`config.mk`:
```
export PLATFORM = sky130hd
export DESIGN_NAME = utf8_code_point_encoder
export DESIGN_NICKNAME = d
export VERILOG_FILES = /design/src/rtl/u8e_pkg.sv /design/src/rtl/u8e_front.sv /design/src/rtl/u8e_queue.sv /design/src/rtl/u8e_back.sv /design/src/rtl/utf8_code_point_encoder.sv
export SDC_FILE = /design/constraint.sdc
export NUM_CORES = 1
export LEC_CHECK = 0
export ABC_AREA = 1
export BUFFER_PORTS_ARGS = -buffer_cell sky130_fd_sc_hd__buf_2
export CAP_MARGIN = 20
export CELL_PAD_IN_SITES_DETAIL_PLACEMENT = 1
export CELL_PAD_IN_SITES_GLOBAL_PLACEMENT = 1
export CORE_MARGIN = 2
export CORE_UTILIZATION = 50
export DETAILED_ROUTE_END_ITERATION = 10
export PLACE_DENSITY_LB_ADDON = 0.15
export SETUP_SLACK_MARGIN = 0.3
export SYNTH_ARGS = -nofsm -noshare
export SYNTH_HDL_FRONTEND = slang
export SYNTH_SLANG_ARGS = --single-unit
```
`constraint.sdc`:
```
create_clock -name clock -period 4.8 [get_ports clock]
set_input_delay 0.24 -clock clock [delete_from_list [all_inputs] [get_ports clock]]
set_output_delay 0.24 -clock clock [all_outputs]
set_load 0.1 [all_outputs]
```
`src/rtl/u8e_pkg.sv`:
```
package u8e_pkg;

   localparam logic [31:0] Limit1 = 32'h0000_007f;
   localparam logic [31:0] Limit2 = 32'h0000_07ff;
   localparam logic [31:0] Limit3 = 32'h0000_ffff;
   localparam logic [31:0] Limit4 = 32'h001f_ffff;
   localparam logic [31:0] Limit5 = 32'h03ff_ffff;
   localparam logic [31:0] ByteOrderMark = 32'h0000_feff;

   localparam int MaxBytes = 6;
   localparam int IdxWidth = 3;

   localparam logic [IdxWidth-1:0] Len1 = 3'd1;
   localparam logic [IdxWidth-1:0] Len2 = 3'd2;
   localparam logic [IdxWidth-1:0] Len3 = 3'd3;
   localparam logic [IdxWidth-1:0] Len4 = 3'd4;
   localparam logic [IdxWidth-1:0] Len5 = 3'd5;
   localparam logic [IdxWidth-1:0] Len6 = 3'd6;

   localparam logic [1:0] ContPrefix = 2'b10;

   typedef logic [IdxWidth-1:0] len_type;

   typedef struct packed {
      logic [MaxBytes-1:0][7:0] seq;
      len_type                  len;
   } item_type;

   function automatic len_type seq_length(input logic [31:0] cp);
      len_type n;
      if (cp <= Limit1) begin
         n = Len1;
      end else if (cp <= Limit2) begin
         n = Len2;
      end else if (cp <= Limit3) begin
         n = Len3;
      end else if (cp <= Limit4) begin
         n = Len4;
      end else if (cp <= Limit5) begin
         n = Len5;
      end else begin
         n = Len6;
      end
      return n;
   endfunction

   // seq[0] is the lead byte, continuation bytes follow in send order
   function automatic item_type encode(input logic [31:0] cp);
      item_type it;
      logic [7:0] g0, g1, g2, g3, g4;
      g0 = {ContPrefix, cp[5:0]};
      g1 = {ContPrefix, cp[11:6]};
      g2 = {ContPrefix, cp[17:12]};
      g3 = {ContPrefix, cp[23:18]};
      g4 = {ContPrefix, cp[29:24]};
      it.len = seq_length(cp);
      it.seq = '0;
      case (it.len)
         Len1: begin
            it.seq[0] = {1'b0, cp[6:0]};
         end
         Len2: begin
            it.seq[0] = {3'b110, cp[10:6]};
            it.seq[1] = g0;
         end
         Len3: begin
            it.seq[0] = {4'b1110, cp[15:12]};
            it.seq[1] = g1;
            it.seq[2] = g0;
         end
         Len4: begin
            it.seq[0] = {5'b11110, cp[20:18]};
            it.seq[1] = g2;
            it.seq[2] = g1;
            it.seq[3] = g0;
         end
         Len5: begin
            it.seq[0] = {6'b111110, cp[25:24]};
            it.seq[1] = g3;
            it.seq[2] = g2;
            it.seq[3] = g1;
            it.seq[4] = g0;
         end
         Len6: begin
            it.seq[0] = {7'b1111110, cp[30]};
            it.seq[1] = g4;
            it.seq[2] = g3;
            it.seq[3] = g2;
            it.seq[4] = g1;
            it.seq[5] = g0;
         end
         default: begin
            it.seq = '0;
         end
      endcase
      return it;
   endfunction

endpackage

```
`src/rtl/u8e_front.sv`:
```
module u8e_front (
   input  logic              req_valid,
   output logic              req_stall,
   input  logic [31:0]       req_code_point,
   input  logic              q_full,
   output logic              q_push,
   output u8e_pkg::item_type q_item
);
   import u8e_pkg::*;

   logic drop;

   // byte-order mark and bit 31 set produce nothing
   assign drop      = (req_code_point == ByteOrderMark) || req_code_point[31];
   assign req_stall = q_full;
   assign q_push    = req_valid && !q_full && !drop;
   assign q_item    = encode(req_code_point);

endmodule

```
`src/rtl/u8e_queue.sv`:
```
module u8e_queue #(
   parameter int Depth = 2
) (
   input  logic              clock,
   input  logic              reset,
   input  logic              push,
   input  u8e_pkg::item_type push_item,
   output logic              full,
   input  logic              pop,
   output logic              head_valid,
   output u8e_pkg::item_type head_item
);
   import u8e_pkg::*;

   localparam int PtrWidth = (Depth > 1) ? $clog2(Depth) : 1;
   localparam int CntWidth = $clog2(Depth + 1);
   localparam logic [PtrWidth-1:0] LastPtr = PtrWidth'(Depth - 1);
   localparam logic [CntWidth-1:0] DepthCnt = CntWidth'(Depth);

   item_type            mem [Depth];
   logic [PtrWidth-1:0] wr_ptr_ff, wr_ptr_in;
   logic [PtrWidth-1:0] rd_ptr_ff, rd_ptr_in;
   logic [CntWidth-1:0] count_ff, count_in;

   assign full       = (count_ff == DepthCnt);
   assign head_valid = (count_ff != '0);
   assign head_item  = mem[rd_ptr_ff];

   always_comb begin
      wr_ptr_in = wr_ptr_ff;
      rd_ptr_in = rd_ptr_ff;
      count_in  = count_ff;
      if (push) begin
         wr_ptr_in = (wr_ptr_ff == LastPtr) ? '0 : wr_ptr_ff + 1'b1;
      end
      if (pop) begin
         rd_ptr_in = (rd_ptr_ff == LastPtr) ? '0 : rd_ptr_ff + 1'b1;
      end
      if (push && !pop) begin
         count_in = count_ff + 1'b1;
      end else if (pop && !push) begin
         count_in = count_ff - 1'b1;
      end
   end

   always_ff @(posedge clock) begin
      if (reset) begin
         wr_ptr_ff <= '0;
         rd_ptr_ff <= '0;
         count_ff  <= '0;
      end else begin
         wr_ptr_ff <= wr_ptr_in;
         rd_ptr_ff <= rd_ptr_in;
         count_ff  <= count_in;
      end
   end

   always_ff @(posedge clock) begin
      if (push) begin
         mem[wr_ptr_ff] <= push_item;
      end
   end

   a_no_overflow: assert property (@(posedge clock) disable iff (reset)
      full |-> !push)
      else $error("push into full queue");

   a_no_underflow: assert property (@(posedge clock) disable iff (reset)
      !head_valid |-> !pop)
      else $error("pop from empty queue");

   a_count_range: assert property (@(posedge clock) disable iff (reset)
      count_ff <= DepthCnt)
      else $error("queue count out of range");

endmodule

```
`src/rtl/u8e_back.sv`:
```
module u8e_back (
   input  logic              clock,
   input  logic              reset,
   input  logic              q_valid,
   input  u8e_pkg::item_type q_item,
   output logic              q_pop,
   output logic              rsp_valid,
   input  logic              rsp_stall,
   output logic [7:0]        rsp_out_byte,
   output logic              rsp_last_byte
);
   import u8e_pkg::*;

   logic [IdxWidth-1:0] idx_ff, idx_in;
   logic                valid_ff, valid_in;
   logic [7:0]          byte_ff, byte_in;
   logic                last_ff, last_in;
   logic                load;
   logic                is_last;

   assign load    = (!valid_ff || !rsp_stall) && q_valid;
   assign is_last = (idx_ff == q_item.len - 1'b1);
   assign q_pop   = load && is_last;

   always_comb begin
      idx_in   = idx_ff;
      valid_in = valid_ff;
      byte_in  = byte_ff;
      last_in  = last_ff;
      if (!valid_ff || !rsp_stall) begin
         valid_in = q_valid;
      end
      if (load) begin
         byte_in = q_item.seq[idx_ff];
         last_in = is_last;
         idx_in  = is_last ? '0 : idx_ff + 1'b1;
      end
   end

   always_ff @(posedge clock) begin
      if (reset) begin
         idx_ff   <= '0;
         valid_ff <= 1'b0;
      end else begin
         idx_ff   <= idx_in;
         valid_ff <= valid_in;
      end
   end

   always_ff @(posedge clock) begin
      byte_ff <= byte_in;
      last_ff <= last_in;
   end

   assign rsp_valid     = valid_ff;
   assign rsp_out_byte  = byte_ff;
   assign rsp_last_byte = last_ff;

   a_idx_in_item: assert property (@(posedge clock) disable iff (reset)
      q_valid |-> idx_ff < q_item.len)
      else $error("serializer index past item length");

   a_pop_marks_last: assert property (@(posedge clock) disable iff (reset)
      q_pop |=> valid_ff && last_ff)
      else $error("item released without last byte");

   a_mid_item_held: assert property (@(posedge clock) disable iff (reset)
      idx_ff != '0 |-> q_valid)
      else $error("item left queue mid sequence");

endmodule

```
`src/rtl/utf8_code_point_encoder.sv`:
```
// channel   ports                                   direction
// req       req_valid req_stall req_code_point      in
// rsp       rsp_valid rsp_stall rsp_out_byte
//           rsp_last_byte                           out
//
// one code point transfer per cycle while the queue has room
// an n-byte code point holds the serializer for n bytes, one per cycle if not stalled
// first byte passes the queue, then the output register, after the req transfer
// reset is synchronous and empties the queue and the output register
// rsp_stall holds the output byte and fills the queue, then req_stall rises
module utf8_code_point_encoder #(
   parameter int QUEUE_DEPTH = 2
) (
   input  logic        clock,
   input  logic        reset,
   input  logic        req_valid,
   output logic        req_stall,
   input  logic [31:0] req_code_point,
   output logic        rsp_valid,
   input  logic        rsp_stall,
   output logic [7:0]  rsp_out_byte,
   output logic        rsp_last_byte
);
   import u8e_pkg::*;

   logic     q_full;
   logic     q_push;
   logic     q_pop;
   logic     q_valid;
   item_type push_item;
   item_type head_item;

   u8e_front u_front (
      .req_valid      (req_valid),
      .req_stall      (req_stall),
      .req_code_point (req_code_point),
      .q_full         (q_full),
      .q_push         (q_push),
      .q_item         (push_item)
   );

   u8e_queue #(
      .Depth (QUEUE_DEPTH)
   ) u_queue (
      .clock      (clock),
      .reset      (reset),
      .push       (q_push),
      .push_item  (push_item),
      .full       (q_full),
      .pop        (q_pop),
      .head_valid (q_valid),
      .head_item  (head_item)
   );

   u8e_back u_back (
      .clock         (clock),
      .reset         (reset),
      .q_valid       (q_valid),
      .q_item        (head_item),
      .q_pop         (q_pop),
      .rsp_valid     (rsp_valid),
      .rsp_stall     (rsp_stall),
      .rsp_out_byte  (rsp_out_byte),
      .rsp_last_byte (rsp_last_byte)
   );

endmodule

```
==> results of run 1 <==
path summary, 6_finish.rpt:
kind | startpoint | end | slack (ps)
worst min-delay path | reset | u_queue.rd_ptr_ff$_SDFFE_PP0P_ | 50
worst max-delay path | register | u_queue.count_ff[1]$_SDFFE_PP0P_ | 1760
worst min register to register | u_back.rsp_valid$_SDFFE_PP0P_ | u_back.rsp_valid$_SDFFE_PP0P_ | 500
worst max register to register | register | u_queue.count_ff[1]$_SDFFE_PP0P_ | 1760
synthesized netlist by cell type (all sizes together) (3+ instances only):
library cell	n	area (um2)
o211ai	5	37.5
clkbuf	6	22.5
buf	18	116
nand4	25	156
a21oi	11	58.8
nand2	110	428
ha	3	37.5
dfxtp	9	180
inv	50	190
edfxtp	101	3030
nand3	24	143
o221ai	16	140
o22ai	10	62.6
nor2	98	393
o21ai	53	265
cells by family (layout without fill, tap and decap cells):
logic type | Yosys count | after routing
and+or+nand+nor | 259 | 259
DFF | 110 | 110
AOI/OAI and AO/OA | 100 | 100
buffers and inverters | 75 | 117
xor gates and xnor gates | 4 | 4
adders and majority gates | 3 | 3
muxes | 1 | 1
registers in the layout, indices dropped and copies added, names as in the netlist, named ones only:
signal                count
u_queue.wr_ptr_ff         1
u_back.rsp_out_byte       8
u_back.idx_ff             3
u_back.rsp_valid          1
u_queue.count_ff          2
u_back.rsp_last_byte      1
u_queue.rd_ptr_ff         1
u_queue.mem              92
worst register-to-register path: cells and delay by family (launching register included):
kind | cells | cell delay [ps]
simple gates | 3 | 350
buf+inv | 3 | 860
flops | 1 | 320
xor+xnor | 1 | 150
fa+ha+maj | 2 | 590
compound gates | 5 | 670
routing by layer:
| layer | routed length (um) | share of wire | track usage | vias to the layer above |
|---|---|---|---|---|
| li1 | - | - | - | 1996 |
| met1 | 6760 | 0.44 | 0.381 | 2127 |
| met2 | 7260 | 0.48 | 0.443 | 163 |
| met3 | 938 | 0.062 | 0.0515 | 26 |
| met4 | 268 | 0.018 | 0.0962 | 2 |
| met5 | 13 | 0.00085 | 0 | - |
stage by stage:
| step | cells | worst slack (ps) | area (um2) | power (uW) |
|---|---|---|---|---|
| after CTS | 730 | 1770 | 5920 | 2250 |
| after global placement | 714 | 2030 | 5670 | 1560 |
| after detailed placement | 714 | 1800 | 5670 | 1590 |
| after floorplan | 552 | 1320 | 5370 | 1460 |
| final | 730 | 1760 | 5920 | 2250 |
| after global routing | 730 | 1510 | 5920 | 2320 |
report_power, final:
group | switching [uW] | internal (uW) | total [uW]
combinational | 338 | 96.0 | 434
clock | 325 | 352 | 678
sequential | 24.7 | 1110 | 1130
cell type report:
cell class | count | area share
clock buffer | 10 | 0.0216
clock inverter | 6 | 0.0201
inverter | 51 | 0.0330
multi-input combinational | 367 | 0.310
sequential | 110 | 0.543
tap | 136 | 0.0287
timing repair buffer | 50 | 0.0440
==> run metrics, run 1 <==
outcome=finished clean; xor/xnor share of the synthesized area=0.00653; CP max FO=48; Residual DRC=0; number of global-route vias before repair=about 4500; Cell Pwr Density=~380 nW/um2; Die Height=108 um; Synth cell types=37; Compound-Gate Fraction of Synth Area=0.112; post-CTS setup buffer count=0; FF/Latch Area=3210 um2; Max-slew headroom=0.460; post-synthesis async set-or-reset flop share=0; endpoints failing setup=0; die area=11600 um2; layout cells sized above 1=0.148; Setup crit start kind=register; chip width=108 um; Synth Net Count=591; cts bufs inserted=9; Final GP Congestion=0.911; Crit path depth=14; Max Clk Rate=329 MHz; CP max-delay cell=buf_4; maximum VDD drop=0.206 mV; sequential-to-total area share from yosys stat=0.599; Crit path max-delay family=buffers and inverters; Max-cap violations=0; Hold WS=~51 ps; Warnings, synthesis=0; final wirelength=approximately 15000 um; leakage=0.00221 uW; Port Buffers=46; Hold Path Class=primary input to register; initial antenna violation count=1; fin util=0.571; Worst Tran Pin Value=809 ps; required time of the worst setup path=between 5000 and 6000 ps; H-tree depth=3; fill count=1193; Clock Sinks=110; hold depth=2; Yosys reg bits=110; CP arrival=3320 ps; RSZ-0062 raised after global routing=false; Crit. End Element=register; EDFF count, synth=101; grt ovf=0; Post-Syn Area=5370 um2; clock buffer depth=2; critical path cell sequence=buf_4 > inv_4 > nand2_2 > nand2_1 > inv_1 > ha_1 > xnor2_1 > a21oi_2 > nand3_2 > ha_1 > a21oi_1 > o21ai_0 > o21ai_0 > a21oi_1; Ports=47; post-route minimum period=3040 ps; pin count of the biggest net entering global routing=49; initial drt markers=about 310; ANT nets after route=0; Core Area=10400 um2; Antenna Cells=0; Starting Density=0.517; multi-input gate area in the final layout=1830 um2; WS Path Type=register to register; Area growth, synth to finish=10.3%; max-slew violations=0; commonest non-fill, non-tap cells in the layout=nand2_1, edfxtp_1, nor2_1; Buf+Inv Stages, Crit Path=3; Adder-Cell Fraction of Synth Area=0.00699; DR WL/cell=20.9 um; final setup skew=10.5 ps; CTS tree=done; post-synthesis mux area share=0.00187; cell count after synthesis=552; Clock Root Buffer=clkbuf_8; largest family of logic cells by synthesized area=simple AND/OR/NAND/NOR gates; first drt pass iteration count=5; routed vias/inst=5.91; DP HPWL=10500 um; Hold Vio Cnt, Final=0; Reg clk slew, reported paths=approximately 100 ps; final worst path period share=0.633; Synth Area in Simple Gates=0.211; Total GRT Usage=0.277; max incr delay on CP=450 ps; post-CTS resize count=0; # hold bufs at CTS=0; # rows=37; leading cell type in the layout, fill and taps excluded=nand2_1; average cell area after synthesis=approximately 10 um2; first-pass GRT wire length=between 20000 and 25000 um; Worst Reg-to-Reg Cells=14; top_reg_cell synth=edfxtp_1; vias=4314; Clock Latency Late Sink=390 ps; Nets=628; setup TNS=0 ps
(Power assumes the default switching activity.)
==> run 2: changes to the inputs <==
--- a/config.mk
+++ b/config.mk
@@ -11,7 +11,7 @@
 export CELL_PAD_IN_SITES_DETAIL_PLACEMENT = 1
 export CELL_PAD_IN_SITES_GLOBAL_PLACEMENT = 1
 export CORE_MARGIN = 2
-export CORE_UTILIZATION = 50
+export CORE_UTILIZATION = 46
 export DETAILED_ROUTE_END_ITERATION = 10
 export PLACE_DENSITY_LB_ADDON = 0.15
 export SETUP_SLACK_MARGIN = 0.3
==> constraint.sdc (replaced) <==
create_clock -name clock -period 2.9 [get_ports clock]
set_input_delay 0.145 -clock clock [delete_from_list [all_inputs] [get_ports clock]]
set_output_delay 0.145 -clock clock [all_outputs]
set_load 0.1 [all_outputs]
==> run 2 against run 1 <==
Effect of this change:
- routed wire length rose by 2.6%
- critical path depth fell by 2
- non-clock buffer count rose by 7
- die area rose by 8.4%
- utilization fell by 4.2 points
- combinational power rose by 70%
- critical endpoint unchanged
==> run metrics, run 2 (synthesis results as in run 1) <==
largest register by flop count=u_queue.mem; vias=4317; Die Height=112 um; Cell Pwr Density=638 nW/um2; required time of the worst setup path=3150 ps; design area=6040 um2; setup TNS=0 ps; Ports=47; layout cells sized above 1=0.156; chip width=112 um; Max-cap violations=0; Reg clk slew, reported paths=70 ps; Port Buffers=between 40 and 50; outcome=finished clean; first-pass GRT wire length=24900 um; post-route minimum period=2370 ps; Clock Root Buffer=clkbuf_16; Worst Tran Pin Value=714 ps; Max Clk Rate=421 MHz; Worst Reg-to-Reg Cells=12; final worst path period share=0.819; maximum VDD drop=0.619 mV; final wirelength=15600 um; CP arrival=2620 ps; endpoints failing setup=0; grt ovf=0; number of global-route vias before repair=4500; r2r setup slk=530 ps; min-delay src=rsp_stall; first drt pass iteration count=5; reg2reg end=u_queue.count_ff[1]$_SDFFE_PP0P_; Antenna Cells=0; pin count of the biggest net entering global routing=47; DP HPWL=10700 um; Hold Path Class=primary input to register; post-CTS resize count=0; CP max FO=4; DR WL/cell=21.0 um; leakage=0.00227 uW; Final GP Congestion=slightly above 0.9; worst hold endpoint=u_back.rsp_valid$_SDFFE_PP0P_; H-tree depth=3; Setup WS pre-CTS=564 ps; Hold Vio Cnt, Final=0; RSZ-0062 raised after global routing=false; initial antenna violation count=0; # hold bufs at CTS=1; Starting Density=0.470; initial drt markers=360; Clock Latency Late Sink=360 ps; final total power=3860 uW; Crit. End Element=register; commonest non-fill, non-tap cells in the layout=nand2_1, edfxtp_1, nor2_1; Core Area=11400 um2; die area=12500 um2; CTS tree=done; ANT nets after route=0; cts bufs inserted=9; Total GRT Usage=0.262; Hold WS=between 70 and 80 ps; WS Path Type=register to register; hold depth=3; Max-slew headroom=0.524; post-route setup slack=around 530 ps; Nets=635; DP Area=approximately 5700 um2; Clock Sinks=110; # rows=39; Residual DRC=0; clock buffer depth=2; final setup skew=7.60 ps; Area growth, synth to finish=12.6%; routed vias/inst=between 5 and 6; post-CTS setup buffer count=0; leading cell type in the layout, fill and taps excluded=nand2_1; fill count=between 1000 and 1500; number of flip-flops in the largest register=92; Setup crit start kind=register; max-slew violations=0
==> run 2: where the power goes <==
part / total [uW] / internal (uW) / switching [uW]
logic: 738 / 171 / 568
registers: 1870 / 1840 / 35.5
clock network: 1250 / 672 / 573
==> run 2: worst max-delay path by stage <==
stage | cells past startpoint | endpoint | startpoint
3_3_place_gp | 12 | u_queue.count_ff[1]$_SDFFE_PP0P_ | register
6_report | 12 | u_queue.count_ff[1]$_SDFFE_PP0P_ | register
4_1_cts | 12 | u_queue.count_ff[1]$_SDFFE_PP0P_ | register
2_1_floorplan | 5 | u_queue.mem[1][0]$_DFFE_PP_ | u_queue.count_ff[1]$_SDFFE_PP0P_
5_1_grt | 12 | u_queue.count_ff[1]$_SDFFE_PP0P_ | register
3_5_place_dp | 12 | u_queue.count_ff[1]$_SDFFE_PP0P_ | register
==> run 2: layout make-up <==
type                       count  area [um2]  area share
inverter                      51         195      0.0323
sequential                   110        3210       0.532
multi-input combinational    367        1840       0.304
timing repair buffer          57         328      0.0542
tap                          143         179      0.0296
clock buffer                  11         233      0.0385
clock inverter                 5        58.8     0.00973
==> run 2: through the flow <==
stage | util | instances
2_1_floorplan | - | 552
3_3_place_gp | 0.503 | 727
3_5_place_dp | 0.503 | 727
4_1_cts | 0.529 | 744
5_1_grt | 0.529 | 744
6_report | 0.529 | 744
==> run 2: worst max-delay path, cell delays in order, from the launching register on <==
cell     delay (ps)
dfxtp_1         430
nand2_1         110
nand2_1         100
inv_1            50
ha_1            300
xnor2_1         140
a21oi_2         170
nand3_2         110
ha_1            320
a21oi_1         150
o21ai_0         130
o21ai_0         190
a21oi_1          60
==> run 2: routing by layer <==
layer,vias to the layer above,GRT usage,part of all wire
met5,-,0,0
met4,0,0.0756,0.014
met3,18,0.0454,0.056
met2,140,0.419,0.47
met1,2145,0.373,0.46
li1,2014,-,-
==> run 3: changes to the inputs <==
==> constraint.sdc (replaced) <==
create_clock -name clock -period 2.38 [get_ports clock]
set_input_delay 0.119 -clock clock [delete_from_list [all_inputs] [get_ports clock]]
set_output_delay 0.119 -clock clock [all_outputs]
set_load 0.1 [all_outputs]
==> run 3 against run 2 <==
Effect of this change:
- total power up 26%
- worst hold slack got worse by 6.6 ps
- routed wire length is 3.7% higher
- register-to-register slack lost 250 ps
- global-route usage is 0.18 points higher
- sequential cell count is the same
- cell area grew 3.6%
- die area stayed put
- non-clock buffer count up 13
- highest routed layer unchanged
==> run metrics, run 3 (synthesis results as in run 1) <==
Die Height=roughly 110 um; # rows=39; Final GP Congestion=0.875; r2r setup slk=280 ps; Setup crit start kind=register; final worst path period share=0.883; number of global-route vias before repair=4568; pin count of the biggest net entering global routing=48; Hold Vio Cnt, Final=0; ANT nets after route=0; critical path cell sequence=nand2_1 > nand2_2 > inv_2 > ha_4 > xnor2_2 > a21oi_2 > nand3_2 > ha_4 > a21oi_2 > o21ai_2 > o21ai_1 > a21oi_1; WS Path Type=register to register; Clock Latency Late Sink=340 ps; Max Clk Rate=476 MHz; CP arrival=2330 ps; vias=~4400; maximum VDD drop=0.589 mV; layout cells sized above 1=0.192; Hold WS=69.3 ps; worst hold endpoint=u_back.rsp_valid$_SDFFE_PP0P_; DP HPWL=11000 um; first drt pass iteration count=5; leading cell type in the layout, fill and taps excluded=nand2_1; Hold Path Class=primary input to register; Residual DRC=0; DP Area=about 5800 um2; post-route minimum period=2100 ps; chip width=112 um; commonest non-fill, non-tap cells in the layout=nand2_1, edfxtp_1, nor2_1; design area=6260 um2; CP max-delay cell=dfxtp_4; max incr delay on CP=410 ps; Crit. End Element=register; grt ovf=0; Nets=648; initial antenna violation count=0; Antenna Cells=0; hold depth=3; routed vias/inst=5.79; Max-slew headroom=0.675; Worst Tran Pin Value=491 ps; Starting Density=0.470; die area=12500 um2; Clock Root Buffer=clkbuf_16; Total GRT Usage=0.264; Area growth, synth to finish=16.6%; Cell Pwr Density=776 nW/um2; Crit path max-delay family=compound AO/OA/AOI/OAI gates; initial drt markers=312; endpoints failing setup=0; Port Buffers=46; Max-cap violations=0; required time of the worst setup path=2610 ps; first-pass GRT wire length=25500 um; placed insts=roughly 740; final setup skew=between 9 and 10 ps; clock buffer depth=2; Core Area=11400 um2; number of flip-flops in the largest register=92; Reg clk slew, reported paths=70 ps; RSZ-0062 raised after global routing=true; CTS tree=done; cts bufs inserted=9; Buf+Inv Stages, Crit Path=1; DR WL/cell=21.4 um; Worst Reg-to-Reg Cells=12; setup TNS=0 ps; H-tree depth=3; min-delay src=rsp_stall; largest register by flop count=u_queue.mem; outcome=finished clean; Layout Cells excl Fill=757; Clock Sinks=110; leakage=around 0.0024 uW; final wirelength=16200 um; reg2reg end=u_queue.count_ff[1]$_SDFFE_PP0P_; max-slew violations=0; CP max FO=6; Ports=47
==> run 3: cell count changes in the layout (fill, tap and decap cells not counted), sizes merged <==
cell and delta:
bufinv +1, buf +13, clkinv +1, clkinvlp -2
==> run 3: how the worst max path moves through the flow <==
stage,startpoint,end,cells after the start
6_report,register,u_queue.count_ff[1]$_SDFFE_PP0P_,12
5_1_grt,register,u_queue.count_ff[1]$_SDFFE_PP0P_,12
4_1_cts,register,u_queue.count_ff[1]$_SDFFE_PP0P_,10
3_5_place_dp,register,u_queue.count_ff[1]$_SDFFE_PP0P_,12
3_3_place_gp,register,u_queue.count_ff[1]$_SDFFE_PP0P_,12
2_1_floorplan,register,u_queue.count_ff[1]$_SDFFE_PP0P_,12
==> run 3: cell type report <==
class,instances,area (um2)
sequential,110,3220
fill,1311,5160
clock inverter,5,81.3
multi-input combinational,367,1910
tap,143,179
timing repair buffer,70,445
inverter,51,195
clock buffer,11,233
==> run 3: through the flow <==
stage,total power [uW],setup slack (ps),util
after CTS,4840,289,0.544
final,4860,278,0.548
after global routing,5010,157,0.548
after detailed placement,3240,71.3,0.511
after global placement,3210,262,0.511
after floorplan,2940,272,-
==> run 3: layer usage <==
| metal | wire, um | vias to the layer above | GRT usage |
|---|---|---|---|
| met5 | 0 | - | 0 |
| met4 | 229 | 0 | 0.0715 |
| met3 | 848 | 16 | 0.0302 |
| met2 | 7980 | 148 | 0.447 |
| met1 | 7160 | 2174 | 0.365 |
| li1 | - | 2044 | - |
==> run 3: power breakdown <==
| part | internal (uW) | switching (uW) | total (uW) |
|---|---|---|---|
| sequential | 2240 | 47.5 | 2290 |
| clock | 927 | 675 | 1600 |
| combinational | 252 | 717 | 969 |
| total | 3420 | 1440 | 4860 |
==> run 3: repair_timing <==
action                                  CTS  global route
buffers inserted                          3             2
gates resized for setup                   8             7
hold endpoints to repair                  3             0
pin swaps                                 2             3
endpoints found under the setup margin    2             2
hold buffers                              1             0
==> run 3: worst min-delay path, stage by stage <==
cell     delay (ps)
buf_2           100
nand2_1          80
a21oi_1          70
